==> src/task_wait_queue_top_defines.svh <==
// Assertion macros shared by the wait queue RTL.
// Included by the modules that carry concurrent assertions; no other dependencies.
`ifndef TASK_WAIT_QUEUE_TOP_DEFINES_SVH
`define TASK_WAIT_QUEUE_TOP_DEFINES_SVH

// Concurrent assertion that is switched off while the asynchronous reset is held.
`define TWQ_ASSERT_RST(lbl, clk, rst_n, prop, msg) \
  lbl: assert property (@(posedge clk) disable iff (!rst_n) prop) else $error(msg);

// Concurrent assertion that must hold at every clock edge, reset included.
`define TWQ_ASSERT_CLK(lbl, clk, prop, msg) \
  lbl: assert property (@(posedge clk) prop) else $error(msg);

`endif

==> src/twq_pkg.sv <==
// Package for the task wait queue: operation codes and the command and status
// structs that join the controller and the datapath. No dependencies.
`timescale 1ns / 1ps

package twq_pkg;

  typedef enum logic [1:0] {
    OP_ENQUEUE  = 2'd0,
    OP_DEQUEUE  = 2'd1,
    OP_REMOVE   = 2'd2,
    OP_CONTAINS = 2'd3
  } op_e;

  // Address source for a read of the link memory.
  typedef enum logic [1:0] {
    LRD_ID,
    LRD_FIRST,
    LRD_NEXT
  } link_rd_e;

  typedef enum logic [1:0] {
    LW_NONE,
    LW_ID_ZERO,
    LW_LAST_ID,
    LW_PREV_SUCC
  } link_wr_e;

  typedef enum logic [2:0] {
    FW_NONE,
    FW_CLEAR,
    FW_SET_ID,
    FW_CLR_ID,
    FW_CLR_FIRST
  } flag_wr_e;

  typedef enum logic [1:0] {
    FU_HOLD,
    FU_ID,
    FU_NEXT
  } first_upd_e;

  typedef enum logic [1:0] {
    LU_HOLD,
    LU_ID,
    LU_PREV
  } last_upd_e;

  typedef enum logic [1:0] {
    NE_HOLD,
    NE_SET,
    NE_CLR
  } ne_upd_e;

  typedef enum logic [1:0] {
    PV_HOLD,
    PV_FIRST,
    PV_NEXT
  } prev_upd_e;

  typedef struct packed {
    logic       load_in;
    logic       flag_re;
    logic       link_re;
    link_rd_e   link_rd;
    link_wr_e   link_wr;
    flag_wr_e   flag_wr;
    first_upd_e first_upd;
    last_upd_e  last_upd;
    ne_upd_e    ne_upd;
    prev_upd_e  prev_upd;
    logic       save_succ;
    logic       set_ok;
    logic       set_taken;
    logic       out_load;
  } twq_cmd_t;

  typedef struct packed {
    op_e  op;
    logic id_ok;
    logic flag_hit;
    logic nonempty;
    logic first_eq_id;
    logic last_eq_id;
    logic first_eq_last;
    logic next_eq_id;
    logic prev_eq_last;
    logic clr_done;
    logic out_free;
  } twq_sts_t;

endpackage

==> src/twq_datapath.sv <==
// Datapath of the task wait queue: link and membership memories, head and tail
// pointers, walk registers and the output register. Depends on twq_pkg.
`timescale 1ns / 1ps

module twq_datapath #(
  parameter int NUM_TASKS = 64
) (
  input  logic             clk_i,
  input  logic             rst_ni,
  input  logic [1:0]       func_i,
  input  logic [5:0]       task_id_i,
  input  twq_pkg::twq_cmd_t cmd_i,
  output twq_pkg::twq_sts_t sts_o,
  input  logic             out_ready_i,
  output logic             out_valid_o,
  output logic             done_ok_o,
  output logic [5:0]       task_out_o,
  output logic             now_empty_o
);
  import twq_pkg::*;

  localparam int PTR_W = (NUM_TASKS > 1) ? $clog2(NUM_TASKS) : 1;
  localparam int CW    = (PTR_W + 1 > 6) ? PTR_W + 1 : 6;

  logic [PTR_W-1:0] link_mem [NUM_TASKS];
  logic             flag_mem [NUM_TASKS];

  logic [PTR_W-1:0] link_rd_q;
  logic             flag_rd_q;

  op_e              func_q;
  logic [5:0]       id_q;
  logic [PTR_W-1:0] prev_q, prev_d;
  logic [PTR_W-1:0] succ_q;
  logic             ok_q;
  logic [PTR_W-1:0] taken_q;

  logic [PTR_W-1:0] first_q, first_d;
  logic [PTR_W-1:0] last_q, last_d;
  logic             ne_q, ne_d;
  logic [PTR_W-1:0] clr_cnt_q;
  logic             out_valid_q, out_valid_d;

  logic             out_ok_q;
  logic [5:0]       out_task_q;
  logic             out_empty_q;

  logic [CW-1:0]    id_ext;
  logic [CW-1:0]    taken_ext;
  logic [PTR_W-1:0] id_idx;
  logic             id_ok;

  logic             link_we;
  logic [PTR_W-1:0] link_waddr;
  logic [PTR_W-1:0] link_wdata;
  logic [PTR_W-1:0] link_raddr;
  logic             flag_we;
  logic [PTR_W-1:0] flag_waddr;
  logic             flag_wdata;

  assign id_ext    = CW'(id_q);
  assign id_idx    = id_ext[PTR_W-1:0];
  assign id_ok     = (id_ext < CW'(NUM_TASKS));
  assign taken_ext = CW'(taken_q);

  // Memory port selection.
  always_comb begin
    link_we    = 1'b0;
    link_waddr = id_idx;
    link_wdata = '0;
    case (cmd_i.link_wr)
      LW_ID_ZERO: begin
        link_we = 1'b1;
      end
      LW_LAST_ID: begin
        link_we    = 1'b1;
        link_waddr = last_q;
        link_wdata = id_idx;
      end
      LW_PREV_SUCC: begin
        link_we    = 1'b1;
        link_waddr = prev_q;
        link_wdata = succ_q;
      end
      default: begin
        link_we = 1'b0;
      end
    endcase

    case (cmd_i.link_rd)
      LRD_FIRST: link_raddr = first_q;
      LRD_NEXT:  link_raddr = link_rd_q;
      default:   link_raddr = id_idx;
    endcase

    flag_we    = 1'b0;
    flag_waddr = id_idx;
    flag_wdata = 1'b0;
    case (cmd_i.flag_wr)
      FW_CLEAR: begin
        flag_we    = 1'b1;
        flag_waddr = clr_cnt_q;
      end
      FW_SET_ID: begin
        flag_we    = 1'b1;
        flag_wdata = 1'b1;
      end
      FW_CLR_ID: begin
        flag_we = 1'b1;
      end
      FW_CLR_FIRST: begin
        flag_we    = 1'b1;
        flag_waddr = first_q;
      end
      default: begin
        flag_we = 1'b0;
      end
    endcase
  end

  always_ff @(posedge clk_i) begin
    if (link_we) begin
      link_mem[link_waddr] <= link_wdata;
    end
    if (cmd_i.link_re) begin
      link_rd_q <= link_mem[link_raddr];
    end
  end

  always_ff @(posedge clk_i) begin
    if (flag_we) begin
      flag_mem[flag_waddr] <= flag_wdata;
    end
    if (cmd_i.flag_re) begin
      flag_rd_q <= flag_mem[id_idx];
    end
  end

  // Queue pointer updates.
  always_comb begin
    case (cmd_i.first_upd)
      FU_ID:   first_d = id_idx;
      FU_NEXT: first_d = link_rd_q;
      default: first_d = first_q;
    endcase
    case (cmd_i.last_upd)
      LU_ID:   last_d = id_idx;
      LU_PREV: last_d = prev_q;
      default: last_d = last_q;
    endcase
    case (cmd_i.ne_upd)
      NE_SET:  ne_d = 1'b1;
      NE_CLR:  ne_d = 1'b0;
      default: ne_d = ne_q;
    endcase
    case (cmd_i.prev_upd)
      PV_FIRST: prev_d = first_q;
      PV_NEXT:  prev_d = link_rd_q;
      default:  prev_d = prev_q;
    endcase
    if (cmd_i.out_load) begin
      out_valid_d = 1'b1;
    end else if (out_ready_i) begin
      out_valid_d = 1'b0;
    end else begin
      out_valid_d = out_valid_q;
    end
  end

  always_ff @(posedge clk_i or negedge rst_ni) begin
    if (!rst_ni) begin
      first_q     <= '0;
      last_q      <= '0;
      ne_q        <= 1'b0;
      clr_cnt_q   <= '0;
      out_valid_q <= 1'b0;
    end else begin
      first_q     <= first_d;
      last_q      <= last_d;
      ne_q        <= ne_d;
      out_valid_q <= out_valid_d;
      if (cmd_i.flag_wr == FW_CLEAR) begin
        clr_cnt_q <= clr_cnt_q + 1'b1;
      end
    end
  end

  // Transaction payload and per-item working registers.
  always_ff @(posedge clk_i) begin
    prev_q <= prev_d;
    if (cmd_i.load_in) begin
      func_q  <= op_e'(func_i);
      id_q    <= task_id_i;
      ok_q    <= 1'b0;
      taken_q <= '0;
    end else begin
      if (cmd_i.set_ok) begin
        ok_q <= 1'b1;
      end
      if (cmd_i.set_taken) begin
        taken_q <= first_q;
      end
    end
    if (cmd_i.save_succ) begin
      succ_q <= link_rd_q;
    end
    if (cmd_i.out_load) begin
      out_ok_q    <= ok_q;
      out_task_q  <= taken_ext[5:0];
      out_empty_q <= ~ne_q;
    end
  end

  always_comb begin
    sts_o.op            = func_q;
    sts_o.id_ok         = id_ok;
    sts_o.flag_hit      = flag_rd_q;
    sts_o.nonempty      = ne_q;
    sts_o.first_eq_id   = (first_q == id_idx);
    sts_o.last_eq_id    = (last_q == id_idx);
    sts_o.first_eq_last = (first_q == last_q);
    sts_o.next_eq_id    = (link_rd_q == id_idx);
    sts_o.prev_eq_last  = (prev_q == last_q);
    sts_o.clr_done      = (clr_cnt_q == PTR_W'(NUM_TASKS - 1));
    sts_o.out_free      = ~out_valid_q | out_ready_i;
  end

  assign out_valid_o = out_valid_q;
  assign done_ok_o   = out_ok_q;
  assign task_out_o  = out_task_q;
  assign now_empty_o = out_empty_q;

endmodule

==> src/twq_ctrl.sv <==
// Controller of the task wait queue: sequences the clearing pass, the lookup,
// the list walk and the result hand-off. Depends on twq_pkg and the macro header.
`timescale 1ns / 1ps
`include "task_wait_queue_top_defines.svh"

module twq_ctrl (
  input  logic              clk_i,
  input  logic              rst_ni,
  input  logic              in_valid_i,
  output logic              in_ready_o,
  input  twq_pkg::twq_sts_t sts_i,
  output twq_pkg::twq_cmd_t cmd_o
);
  import twq_pkg::*;

  typedef enum logic [2:0] {
    S_CLEAR,
    S_IDLE,
    S_LOOKUP,
    S_DECIDE,
    S_ENQ_LINK,
    S_WALK,
    S_OUT
  } state_e;

  state_e   state_q, state_d;
  twq_cmd_t cmd;

  always_comb begin
    cmd     = '0;
    state_d = state_q;
    case (state_q)
      S_CLEAR: begin
        cmd.flag_wr = FW_CLEAR;
        if (sts_i.clr_done) begin
          state_d = S_IDLE;
        end
      end
      S_IDLE: begin
        if (in_valid_i) begin
          cmd.load_in = 1'b1;
          state_d     = S_LOOKUP;
        end
      end
      S_LOOKUP: begin
        cmd.flag_re = 1'b1;
        cmd.link_re = 1'b1;
        cmd.link_rd = (sts_i.op == OP_DEQUEUE) ? LRD_FIRST : LRD_ID;
        state_d     = S_DECIDE;
      end
      S_DECIDE: begin
        state_d = S_OUT;
        case (sts_i.op)
          OP_DEQUEUE: begin
            if (sts_i.nonempty) begin
              cmd.set_ok    = 1'b1;
              cmd.set_taken = 1'b1;
              cmd.flag_wr   = FW_CLR_FIRST;
              if (sts_i.first_eq_last) begin
                cmd.ne_upd = NE_CLR;
              end else begin
                cmd.first_upd = FU_NEXT;
              end
            end
          end
          OP_CONTAINS: begin
            cmd.set_ok = sts_i.id_ok & sts_i.flag_hit;
          end
          OP_ENQUEUE: begin
            if (sts_i.id_ok && !sts_i.flag_hit) begin
              cmd.set_ok  = 1'b1;
              cmd.link_wr = LW_ID_ZERO;
              cmd.flag_wr = FW_SET_ID;
              if (sts_i.nonempty) begin
                state_d = S_ENQ_LINK;
              end else begin
                cmd.first_upd = FU_ID;
                cmd.last_upd  = LU_ID;
                cmd.ne_upd    = NE_SET;
              end
            end
          end
          OP_REMOVE: begin
            if (sts_i.id_ok && sts_i.flag_hit && sts_i.nonempty) begin
              if (sts_i.first_eq_id) begin
                cmd.set_ok  = 1'b1;
                cmd.flag_wr = FW_CLR_ID;
                if (sts_i.last_eq_id) begin
                  cmd.ne_upd = NE_CLR;
                end else begin
                  cmd.first_upd = FU_NEXT;
                end
              end else begin
                cmd.save_succ = 1'b1;
                cmd.prev_upd  = PV_FIRST;
                cmd.link_re   = 1'b1;
                cmd.link_rd   = LRD_FIRST;
                state_d       = S_WALK;
              end
            end
          end
          default: begin
            state_d = S_OUT;
          end
        endcase
      end
      S_ENQ_LINK: begin
        cmd.link_wr  = LW_LAST_ID;
        cmd.last_upd = LU_ID;
        state_d      = S_OUT;
      end
      S_WALK: begin
        if (sts_i.next_eq_id) begin
          cmd.set_ok  = 1'b1;
          cmd.link_wr = LW_PREV_SUCC;
          cmd.flag_wr = FW_CLR_ID;
          if (sts_i.last_eq_id) begin
            cmd.last_upd = LU_PREV;
          end
          state_d = S_OUT;
        end else if (sts_i.prev_eq_last) begin
          state_d = S_OUT;
        end else begin
          cmd.prev_upd = PV_NEXT;
          cmd.link_re  = 1'b1;
          cmd.link_rd  = LRD_NEXT;
        end
      end
      S_OUT: begin
        if (sts_i.out_free) begin
          cmd.out_load = 1'b1;
          state_d      = S_IDLE;
        end
      end
      default: begin
        state_d = S_IDLE;
      end
    endcase
  end

  always_ff @(posedge clk_i or negedge rst_ni) begin
    if (!rst_ni) begin
      state_q <= S_CLEAR;
    end else begin
      state_q <= state_d;
    end
  end

  assign in_ready_o = (state_q == S_IDLE);
  assign cmd_o      = cmd;

  `TWQ_ASSERT_RST(a_accept_to_lookup, clk_i, rst_ni, (in_valid_i && in_ready_o) |=> (state_q == S_LOOKUP), "accepted transaction did not start a lookup")
  `TWQ_ASSERT_CLK(a_out_load_free, clk_i, cmd.out_load |-> sts_i.out_free, "result loaded over an unread result")
  `TWQ_ASSERT_RST(a_walk_nonempty, clk_i, rst_ni, (state_q == S_WALK) |-> sts_i.nonempty, "list walk on an empty queue")
  `TWQ_ASSERT_RST(a_clear_ends, clk_i, rst_ni, (state_q == S_CLEAR && sts_i.clr_done) |=> (state_q == S_IDLE), "clearing pass did not finish")

endmodule

==> src/task_wait_queue_top.sv <==
// Top level of the task wait queue: joins the controller and the datapath.
// Depends on twq_pkg, twq_ctrl and twq_datapath.
`timescale 1ns / 1ps

// A FIFO wait queue of task identifiers, held as a singly linked list with one
// link entry and one membership flag per task. Each input transaction carries an
// operation (enqueue, dequeue, remove, contains) and a task id, and produces
// exactly one result transaction with the success flag, the task taken by a
// dequeue and whether the queue is empty afterwards. Items are handled one at a
// time, each through the lookup, decide and output states. An enqueue into a
// non-empty queue also links the new task behind the tail, and a remove of a
// task behind the head finds its predecessor by walking the list one link per
// cycle through the single read port of the link memory. A new transaction is
// taken as soon as the previous result has been placed in the output register,
// even while that result still waits to be taken. After reset the membership
// store is cleared one entry per cycle, so the block accepts no transaction
// until every entry has been cleared.
module task_wait_queue_top #(
  parameter int NUM_TASKS = 64
) (
  input  logic       clk_i,
  input  logic       rst_ni,
  input  logic       in_valid_i,
  output logic       in_ready_o,
  input  logic [1:0] func_i,
  input  logic [5:0] task_id_i,
  output logic       out_valid_o,
  input  logic       out_ready_i,
  output logic       done_ok_o,
  output logic [5:0] task_out_o,
  output logic       now_empty_o
);
  import twq_pkg::*;

  // Command and status bundles between the sequencer and the datapath.
  twq_cmd_t cmd;
  twq_sts_t sts;

  twq_ctrl u_ctrl (
    .clk_i      (clk_i),
    .rst_ni     (rst_ni),
    .in_valid_i (in_valid_i),
    .in_ready_o (in_ready_o),
    .sts_i      (sts),
    .cmd_o      (cmd)
  );

  twq_datapath #(
    .NUM_TASKS (NUM_TASKS)
  ) u_datapath (
    .clk_i       (clk_i),
    .rst_ni      (rst_ni),
    .func_i      (func_i),
    .task_id_i   (task_id_i),
    .cmd_i       (cmd),
    .sts_o       (sts),
    .out_ready_i (out_ready_i),
    .out_valid_o (out_valid_o),
    .done_ok_o   (done_ok_o),
    .task_out_o  (task_out_o),
    .now_empty_o (now_empty_o)
  );

endmodule
==> config.mk <==
export PLATFORM = sky130hd
export DESIGN_NAME = task_wait_queue_top
export DESIGN_NICKNAME = d
export VERILOG_FILES = /design/src/twq_pkg.sv /design/src/twq_datapath.sv /design/src/twq_ctrl.sv /design/src/task_wait_queue_top.sv
export VERILOG_INCLUDE_DIRS = /design/src /design/src/src
export SDC_FILE = /design/constraint.sdc
export NUM_CORES = 1
export LEC_CHECK = 0
export ABC_AREA = 1
export BUFFER_PORTS_ARGS = -buffer_cell sky130_fd_sc_hd__buf_2
export CORE_MARGIN = 4
export CORE_UTILIZATION = 45
export DETAILED_ROUTE_END_ITERATION = 8
export MAX_ROUTING_LAYER = met4
export PLACE_DENSITY = 0.7
export SYNTH_ARGS = -nofsm -noshare
export SYNTH_HDL_FRONTEND = slang
export SYNTH_SLANG_ARGS = --single-unit
export TNS_END_PERCENT = 5
==> constraint.sdc <==
create_clock -name clk_i -period 4.5 [get_ports clk_i]
set_input_delay 0.225 -clock clk_i [delete_from_list [all_inputs] [get_ports clk_i]]
set_output_delay 0.225 -clock clk_i [all_outputs]
set_load 0.01 [all_outputs]
==> results by group, run 1 <==
Clocking
  – Post-CTS Setup Repair Bufs: 0
  – CTS tree: yes
  – CTS sink cnt: 513
  – CTS root buf: clkbuf_16
  – Longest Clk Path Bufs: 3
  – Clock buffer count from CTS: 52
  – Clock transition at path regs: 0.07 ns
  – CTS H-tree depth: 2
  – Clk_lat worst skew: 0.61 ns

Power and ir drop
  – Tot Pwr: 17200 uW
  – PwrDens: 644 mW/mm^2
  – Worst VDD drop: 0.416 mV
  – Leak pwr: 0.0107 uW

Status
  – Run status: complete, no violations

Logic synthesis
  – Compound-cell area share of the yosys netlist: 0.0334
  – Post-synth top area share: 0.610
  – Synth Area in XOR/XNOR: 0.00368
  – Mux contribution to synthesized area: 0
  – Most common cell in the synthesized netlist: edfxtp_1
  – Synth Area in Simple Gates: 0.246
  – Prevailing post-synth register cell: edfxtp_1
  – Seq/Total Area, Yosys: 0.640
  – Synth top area cells: edfxtp_1 61%, nand3_1 9.4%, nand2_1 6.1%
  – Synthesized area per cell: 10.1 um^2
  – Ys Warns: 0
  – Main combinational cell family by area after synthesis: simple AND/OR/NAND/NOR gates
  – Yosys top cell by area: edfxtp_1
  – Yosys cell types: 35
  – Post-Syn Nets: 2378
  – FF+latch count, synth: 513
  – Mapped cell area: approximately 0.024 mm^2
  – Commonest cells post-synth: 483 x edfxtp_1, 445 x nand3_1, 386 x nand2_1
  – Post-synth EDFFs: 483
  – Async S/R FF share, synth: 0.0448
  – Gate Count Post-Synth: approximately 2400
  – Adder-cell share of the synthesized area: 0.00368

Drt
  – DR vias/cell: 5.58
  – Via count: 17200
  – Routed Antenna Nets: 0
  – Wire per inst: 20.0 um
  – TritonRoute pass-1 iters: 5
  – Post-Route WL: 61.6 mm
  – DRC: 0
  – DR iter-0 viols: 1795

Layout
  – Storage cell area: between 0.015 and 0.02 mm^2
  – Fin util: 0.515
  – Nets: around 2400
  – Fillers: about 4500
  – Post-Layout Cell Count: ~3000
  – Diode count: 0
  – Layout area overhead: 12.3%
  – Multi-input gate area: 0.00696 mm^2
  – Share of layout cells above drive strength 1: 0.0766

Timing
  – Skew final: 0.0226 ns
  – Pins over their slew limit: 0
  – Hold Vio Cnt, Final: 0
  – RSZ-0062 raised after global routing: no
  – Fmax: 0.237 GHz
  – Worst Tran Pin Value: roughly 1.3 ns
  – Min cycle time layout: 4.22 ns
  – Endpoints failing setup: 0
  – Max-slew headroom at the worst pin: 0.118
  – Post-route clock period utilization: 0.937

Hold path
  – Type of the worst min-delay path: in -> async

Setup path
  – Stages on worst setup path: 19
  – CP Cell Sequence: inv_2 -> nand2_1 -> a21oi_1 -> nand3_1 -> nand3_1 -> o21ai_0 -> ha_1 -> clkinvlp_4 -> nand3_4 -> nand2_4 -> buf_12 -> nand2_1 -> nand2_1 -> nand2_1 -> nand3_1 -> nand3_1 -> nand3_1 -> nand3_1 -> nand2_1
  – R2r setup slk: approximately 0.28 ns
  – Max incr delay on CP: roughly 0.58 ns
  – CP Data Required Time: slightly below 5 ns
  – Top delay family on crit path: simple AND/OR/NAND/NOR gates
  – Crit path top cell by count: nand3_1
  – CP max-delay cell: edfxtp_1
  – Reg2Reg Depth: 19
  – Kind of critical path: reg -> reg
  – Crit-path max FO: 65
  – Data arrival, critical path: 4.57 ns
  – Nature of the critical path startpoint: register
  – RR Startpoint: u_datapath.id_idx[2]
  – Worst Path Buf+Inv: 3
  – Crit path capture type: register
  – Worst reg2reg endpoint: u_datapath.link_rd_q[1]

Placed design
  – PortBufs: 21
  – Number of placed cells counting well taps: 2974
  – Gpl congestion: 1.02
  – DP HPWL: 38.2 mm

Floorplanning
  – # rows: 83
  – Die area: 0.0566 mm^2
  – Core area: around 0.052 mm^2
  – I/O Pins: 22
  – Chip Height: 238 um
  – Starting Density: 0.459
  – Die Wd: 238 um

Global route
  – Largest net degree at the start of global routing: between 100 and 150
  – Overall Global Routing Usage: 0.218
  – Grt ovf: 0
  – Vias in the first global route: roughly 16000
  – Initial antenna violation count: 0
  – First-pass GRT wire length: 94.8 mm

Run
  – Max-cap violation count: 0
==> cell type report <==
| class | count | share of cell area |
|---|---|---|
| clock buffers | 62 | 0.0517 |
| well taps | 680 | 0.0319 |
| flip-flops and latches | 513 | 0.570 |
| clock inverters | 34 | 0.0171 |
| multi-input cells | 1394 | 0.260 |
| repair buffers | 72 | 0.0230 |
| inverters | 327 | 0.0461 |
==> layer usage <==
metal / routed length, um / up-vias / track usage
met4: 2110 / 0 / 0.0755
li1: - / 8025 / -
met3: 4640 / 116 / 0.0290
met2: 29300 / 724 / 0.345
met1: 25600 / 8335 / 0.293
met5: 0 / - / -
==> flip-flops by register name (all words and copies together), names as in the netlist <==
name,count
u_datapath.link_rd_q,6
u_datapath.first_q,6
u_datapath.task_out_o,6
u_datapath.clr_cnt_q,6
u_datapath.prev_q,6
u_datapath.done_ok_o,1
u_datapath.out_valid_o,1
u_datapath.now_empty_o,1
u_datapath.flag_mem,64
u_datapath.last_q,6
u_datapath.flag_rd_q,1
u_ctrl.state_q,3
u_datapath.succ_q,6
u_datapath.func_q,2
u_datapath.id_idx,6
u_datapath.link_mem,384
u_datapath.ok_q,1
u_datapath.taken_q,6
u_datapath.ne_q,1
==> stage by stage <==
step	hold slack [ns]	setup TNS, ns	cell area, um^2	setup slack (ns)
floorplan	-0.0706	0	23800	0.208
global placement	0.255	0	24700	0.0513
detailed placement	0.276	-0.943	24700	-0.173
CTS	0.163	0	26700	0.247
global route	0.237	0	26700	0.0240
finish	0.205	0	26700	0.281
==> worst register-to-register path: cells and delay by family (launching register included) <==
kind | cells | cell delay, ns
adder cells (fa/ha/maj) | 1 | 0.49
flip-flops | 1 | 0.58
AND/OR/NAND/NOR | 13 | 1.77
buffers and inverters | 3 | 0.80
AO/OA/AOI/OAI | 2 | 0.34
==> where the power goes <==
| group | switching (uW) | total (uW) | internal [uW] |
|---|---|---|---|
| clock network | 1840 | 4660 | 2820 |
| registers | 234 | 6010 | 5780 |
| logic | 4760 | 6530 | 1770 |
| total | 6840 | 17200 | 10400 |
==> cells in the final DEF (no fill, tap or decap), types with 16 or more instances in the layout <==
cell and n:
edfxtp_1 483, nand3_1 444, nand2_1 383, inv_1 310, nor2_1 225, nand3b_1 141
o21ai_0 68, clkbuf_16 54, buf_4 32, o22ai_1 26, dfrtp_1 23, buf_2 21
a21oi_1 19, inv_2 16
==> how the worst max path moves through the flow <==
stage                                     end                 start
finish                u_datapath.link_rd_q[1]  u_datapath.id_idx[2]
global route          u_datapath.link_rd_q[5]  u_datapath.id_idx[5]
CTS                   u_datapath.link_rd_q[3]  u_datapath.id_idx[5]
detailed placement    u_datapath.link_rd_q[4]  u_datapath.id_idx[5]
global placement      u_datapath.link_rd_q[4]  u_datapath.id_idx[2]
floorplan           u_datapath.link_mem[0][0]     u_ctrl.state_q[1]
==> what timing repair did <==
action                                  4_1_cts  5_1_grt
pin swaps                                     0        1
endpoints found under the hold margin        34        0
hold buffers                                 11        0
resized for setup                             1        1
endpoints found under the setup margin        6        6
cloned                                        0        1
==> cells by family (layout without fill, tap and decap cells) <==
| group | count (synthesis) | in the layout |
|---|---|---|
| buffers and inverters | 453 | 495 |
| DFF | 513 | 513 |
| AOI/OAI and AO/OA | 140 | 141 |
| and+or+nand+nor | 1236 | 1236 |
| adders and majority gates | 7 | 7 |
| xor gates and xnor gates | 10 | 10 |
Power figures use the tool's default switching activity.
==> inputs of run 2 (changes only) <==
--- a/config.mk
+++ b/config.mk
@@ -8,6 +8,7 @@
 export LEC_CHECK = 0
 export ABC_AREA = 1
 export BUFFER_PORTS_ARGS = -buffer_cell sky130_fd_sc_hd__buf_2
+export CORE_ASPECT_RATIO = 0.7
 export CORE_MARGIN = 4
 export CORE_UTILIZATION = 45
 export DETAILED_ROUTE_END_ITERATION = 8
==> constraint.sdc (replaced) <==
create_clock -name clk_i -period 3.6 [get_ports clk_i]
set_input_delay 0.18 -clock clk_i [delete_from_list [all_inputs] [get_ports clk_i]]
set_output_delay 0.18 -clock clk_i [all_outputs]
set_load 0.01 [all_outputs]
==> run 2 against run 1 <==
Effect of this change:
- non-clock buffer count increased by 94
- count of clock-buffer cells in the layout increased by 8
- sequential share of layout area decreased by 1.6 points
- register-to-register slack got worse by 0.15 ns
- global-route usage increased by 1.1 points
- setup slack got worse by 0.15 ns
- wire length increased by 7.8%
- critical path depth unchanged
- utilization increased by 0.99 points
- cell count increased by 2.9%
- total power increased by 26%
- via count increased by 4.2%
==> results by group, run 2 (same netlist as run 1, synthesis figures left out) <==
Setup path
  – Crit path from: u_datapath.id_idx[1]
  – Kind of critical path: reg -> reg
  – Reg2Reg Depth: 19 (unchanged)
  – Worst reg2reg endpoint: u_datapath.link_rd_q[2]
  – CP max-delay cell: edfxtp_1
  – Data arrival, critical path: 3.82 ns (-0.75 ns)
  – CP Data Required Time: 3.94 ns (-0.91 ns)
  – Crit path capture type: register
  – R2r setup slk: 0.13 ns (-0.15 ns)
  – RR Startpoint: u_datapath.id_idx[1]
  – Crit-path max FO: 14 (-78%)
  – Nature of the critical path startpoint: register
  – Max incr delay on CP: 0.50 ns (-0.08 ns)
  – Crit path top cell by count: nand3_1
  – Top delay family on crit path: simple AND/OR/NAND/NOR gates
  – CP Cell Sequence: buf_4 -> nand2_1 -> nand2_1 -> nor2_1 -> and2_1 -> nand2_1 -> nand3_1 -> ha_1 -> buf_4 -> nand2_8 -> buf_16 -> buf_4 -> nand3b_1 -> nand3_1 -> nand3_1 -> nand3_1 -> nand3_1 -> nand3_1 -> nand2_1
  – Worst Path Buf+Inv: 4 (+1)

Power and ir drop
  – PwrDens: 789 mW/mm^2 (+22%)
  – Leak pwr: 0.0111 uW (+4.2%)
  – Power Internal: 12800 uW (+23%)
  – Clk pwr share: 0.222 (-0.049)
  – Combinational share of power: 0.432 (+0.052)
  – Seq pwr share: 0.346 (-0.003)
  – P_sw: 8870 uW (+30%)
  – Worst VDD drop: 0.553 mV (+33%)
  – Net Sw Frac: 0.410 (+0.0123)

Timing
  – Endpoints failing setup: 0 (unchanged)
  – Max-slew headroom at the worst pin: 0.339 (+0.221)
  – Pins over their slew limit: 0 (unchanged)
  – Hold Slack: 0.160 ns (-0.0450 ns)
  – Hold Vio Cnt, Final: 0 (unchanged)
  – Post-route setup slack: 0.127 ns (-0.154 ns)
  – Worst Tran Pin Value: 0.988 ns (-0.330 ns)
  – Fmax: 0.288 GHz (+21%)
  – Skew final: 0.0192 ns (-0.00344 ns)
  – RSZ-0062 raised after global routing: yes
  – Min cycle time layout: 3.47 ns (-0.746 ns)
  – Post-route clock period utilization: 0.965 (+0.0272)

Layout
  – Max reg flops: 384 (unchanged)
  – Most flops, register: u_datapath.link_mem
  – Most common cell after layout, fill and taps aside: edfxtp_1
  – Biggest regs: u_datapath.link_mem (384), u_datapath.flag_mem (64)
  – Diode count: 0 (unchanged)
  – Layout area overhead: 15.5%
  – Post-Layout Cell Count: 3172 (+2.9%)
  – Nets: 2471 (+3.9%)
  – Share of layout cells above drive strength 1: 0.109 (+0.0327)
  – Fillers: 4426 (-1.8%)
  – Most frequent cells in the layout: 483 x edfxtp_1, 439 x nand3_1, 383 x nand2_1, 310 x inv_1, 224 x nor2_1

Placed design
  – Gpl congestion: 0.987 (-2.9%)
  – PortBufs: 21 (unchanged)
  – DP HPWL: 41.8 mm (+9.5%)
  – Setup WS pre-CTS: 0.0144 ns (+0.187 ns)
  – Number of placed cells counting well taps: 3058 (+2.8%)

Clocking
  – CTS tree: yes
  – CTS sink cnt: 513 (unchanged)
  – Longest Clk Path Bufs: 3 (unchanged)
  – Clock transition at path regs: 0.07 ns (about the same)
  – Clock buffer count from CTS: 50 (-3.8%)
  – Clk_lat worst skew: 0.59 ns (-0.02 ns)
  – CTS H-tree depth: 2 (unchanged)
  – CTS root buf: clkbuf_16

Global route
  – Overall Global Routing Usage: 0.229 (+0.0111)
  – Initial antenna violation count: 0 (unchanged)
  – First-pass GRT wire length: 98.5 mm (+3.9%)
  – Grt ovf: 0 (unchanged)
  – Vias in the first global route: 16500 (+0.79%)
  – Largest net degree at the start of global routing: 79 (-25%)

Drt
  – Wire per inst: 20.9 um (+4.7%)
  – Top sig layer: met4
  – DR vias/cell: 5.65 (+1.2%)
  – Post-Route WL: 66.4 mm (+7.8%)
  – Via count: 17900 (+4.2%)
  – Met3 wire len: 8.77 mm (+89%)
  – DRC: 0 (unchanged)
  – Wl on met1: 28.7 mm (+12%)
  – TritonRoute pass-1 iters: 9 (+4)
  – Wire length on met2: 27.8 mm (-5.1%)
  – DR iter-0 viols: 2647 (+47%)
  – Routed Antenna Nets: 0 (unchanged)

Floorplanning
  – Chip Height: 200 um (-16%)
  – I/O Pins: 22 (unchanged)
  – # rows: 70 (-16%)
  – Starting Density: 0.455 (-0.00410)
  – Die Wd: 283 um (+19%)
  – Die area: 0.0566 mm^2 (+0.10%)
  – Core area: 0.0523 mm^2 (+0.90%)

Status
  – Run status: complete, no violations

Hold path
  – Type of the worst min-delay path: in -> async

Run
  – Max-cap violation count: 0 (unchanged)
-- run 2: changes by cell type in the layout (fill, tap and decap cells not counted), moves of 4 or more --
cell	change
buf_4	+66
nand3_1	-5
buf_12	+11
nand3_2	+5
buf_16	+5
bufinv_16	-11
clkinv_1	-4
clkbuf_1	+9
-- run 2: power groups by stage --
stage / combinational (uW) / clock (uW) / sequential, uW
6_report: 9350 / 4810 / 7500
5_1_grt: 10100 / 5130 / 7510
4_1_cts: 8580 / 4860 / 7480
3_5_place_dp: 8520 / 0 / 7600
3_3_place_gp: 8420 / 0 / 7590
2_1_floorplan: 5290 / 0 / 7570
-- run 2: how the worst max path moves through the flow --
stage	to	slack [ns]	cells past startpoint
2_1_floorplan	u_datapath.link_mem[0][0]	-0.69	6
3_3_place_gp	u_datapath.link_rd_q[4]	0.07	17
3_5_place_dp	u_datapath.link_rd_q[4]	0.01	19
4_1_cts	u_datapath.link_rd_q[4]	0.03	17
5_1_grt	u_datapath.link_rd_q[3]	-0.02	18
6_report	u_datapath.link_rd_q[2]	0.13	19
-- run 2: routing by layer --
layer | GRT usage | vias to the layer above
met5 | - | -
met4 | 0.0442 | 0
met3 | 0.0512 | 87
met2 | 0.313 | 1005
met1 | 0.352 | 8621
li1 | - | 8206
-- run 2: layout make-up --
cell class	count	area [um^2]	share of cell area
flip-flops and latches	513	15200	0.554
multi-input cells	1394	7000	0.255
repair buffers	166	1710	0.0623
clock buffers	70	1360	0.0494
inverters	327	1230	0.0448
well taps	684	856	0.0312
clock inverters	18	93.8	0.00342
-- run 2: per-stage QoR --
step / util / power [uW] / TNS, ns / area (um^2)
floorplan: - / 12900 / -272.20 / 23800
global placement: 0.488 / 16000 / 0 / 25500
detailed placement: 0.488 / 16100 / 0 / 25500
CTS: 0.518 / 20900 / 0 / 27100
global route: 0.525 / 22700 / -0.0223 / 27500
finish: 0.525 / 21700 / 0 / 27500
-- run 2: what timing repair did --
| action | 4_1_cts | 5_1_grt |
|---|---|---|
| gates resized for setup | 1 | 25 |
| endpoints found under the hold margin | 34 | 0 |
| setup endpoints to repair | 1 | 6 |
| hold buffers | 11 | 0 |
| pin swaps | 0 | 2 |
| buffers inserted | 0 | 7 |
| gates cloned | 0 | 8 |
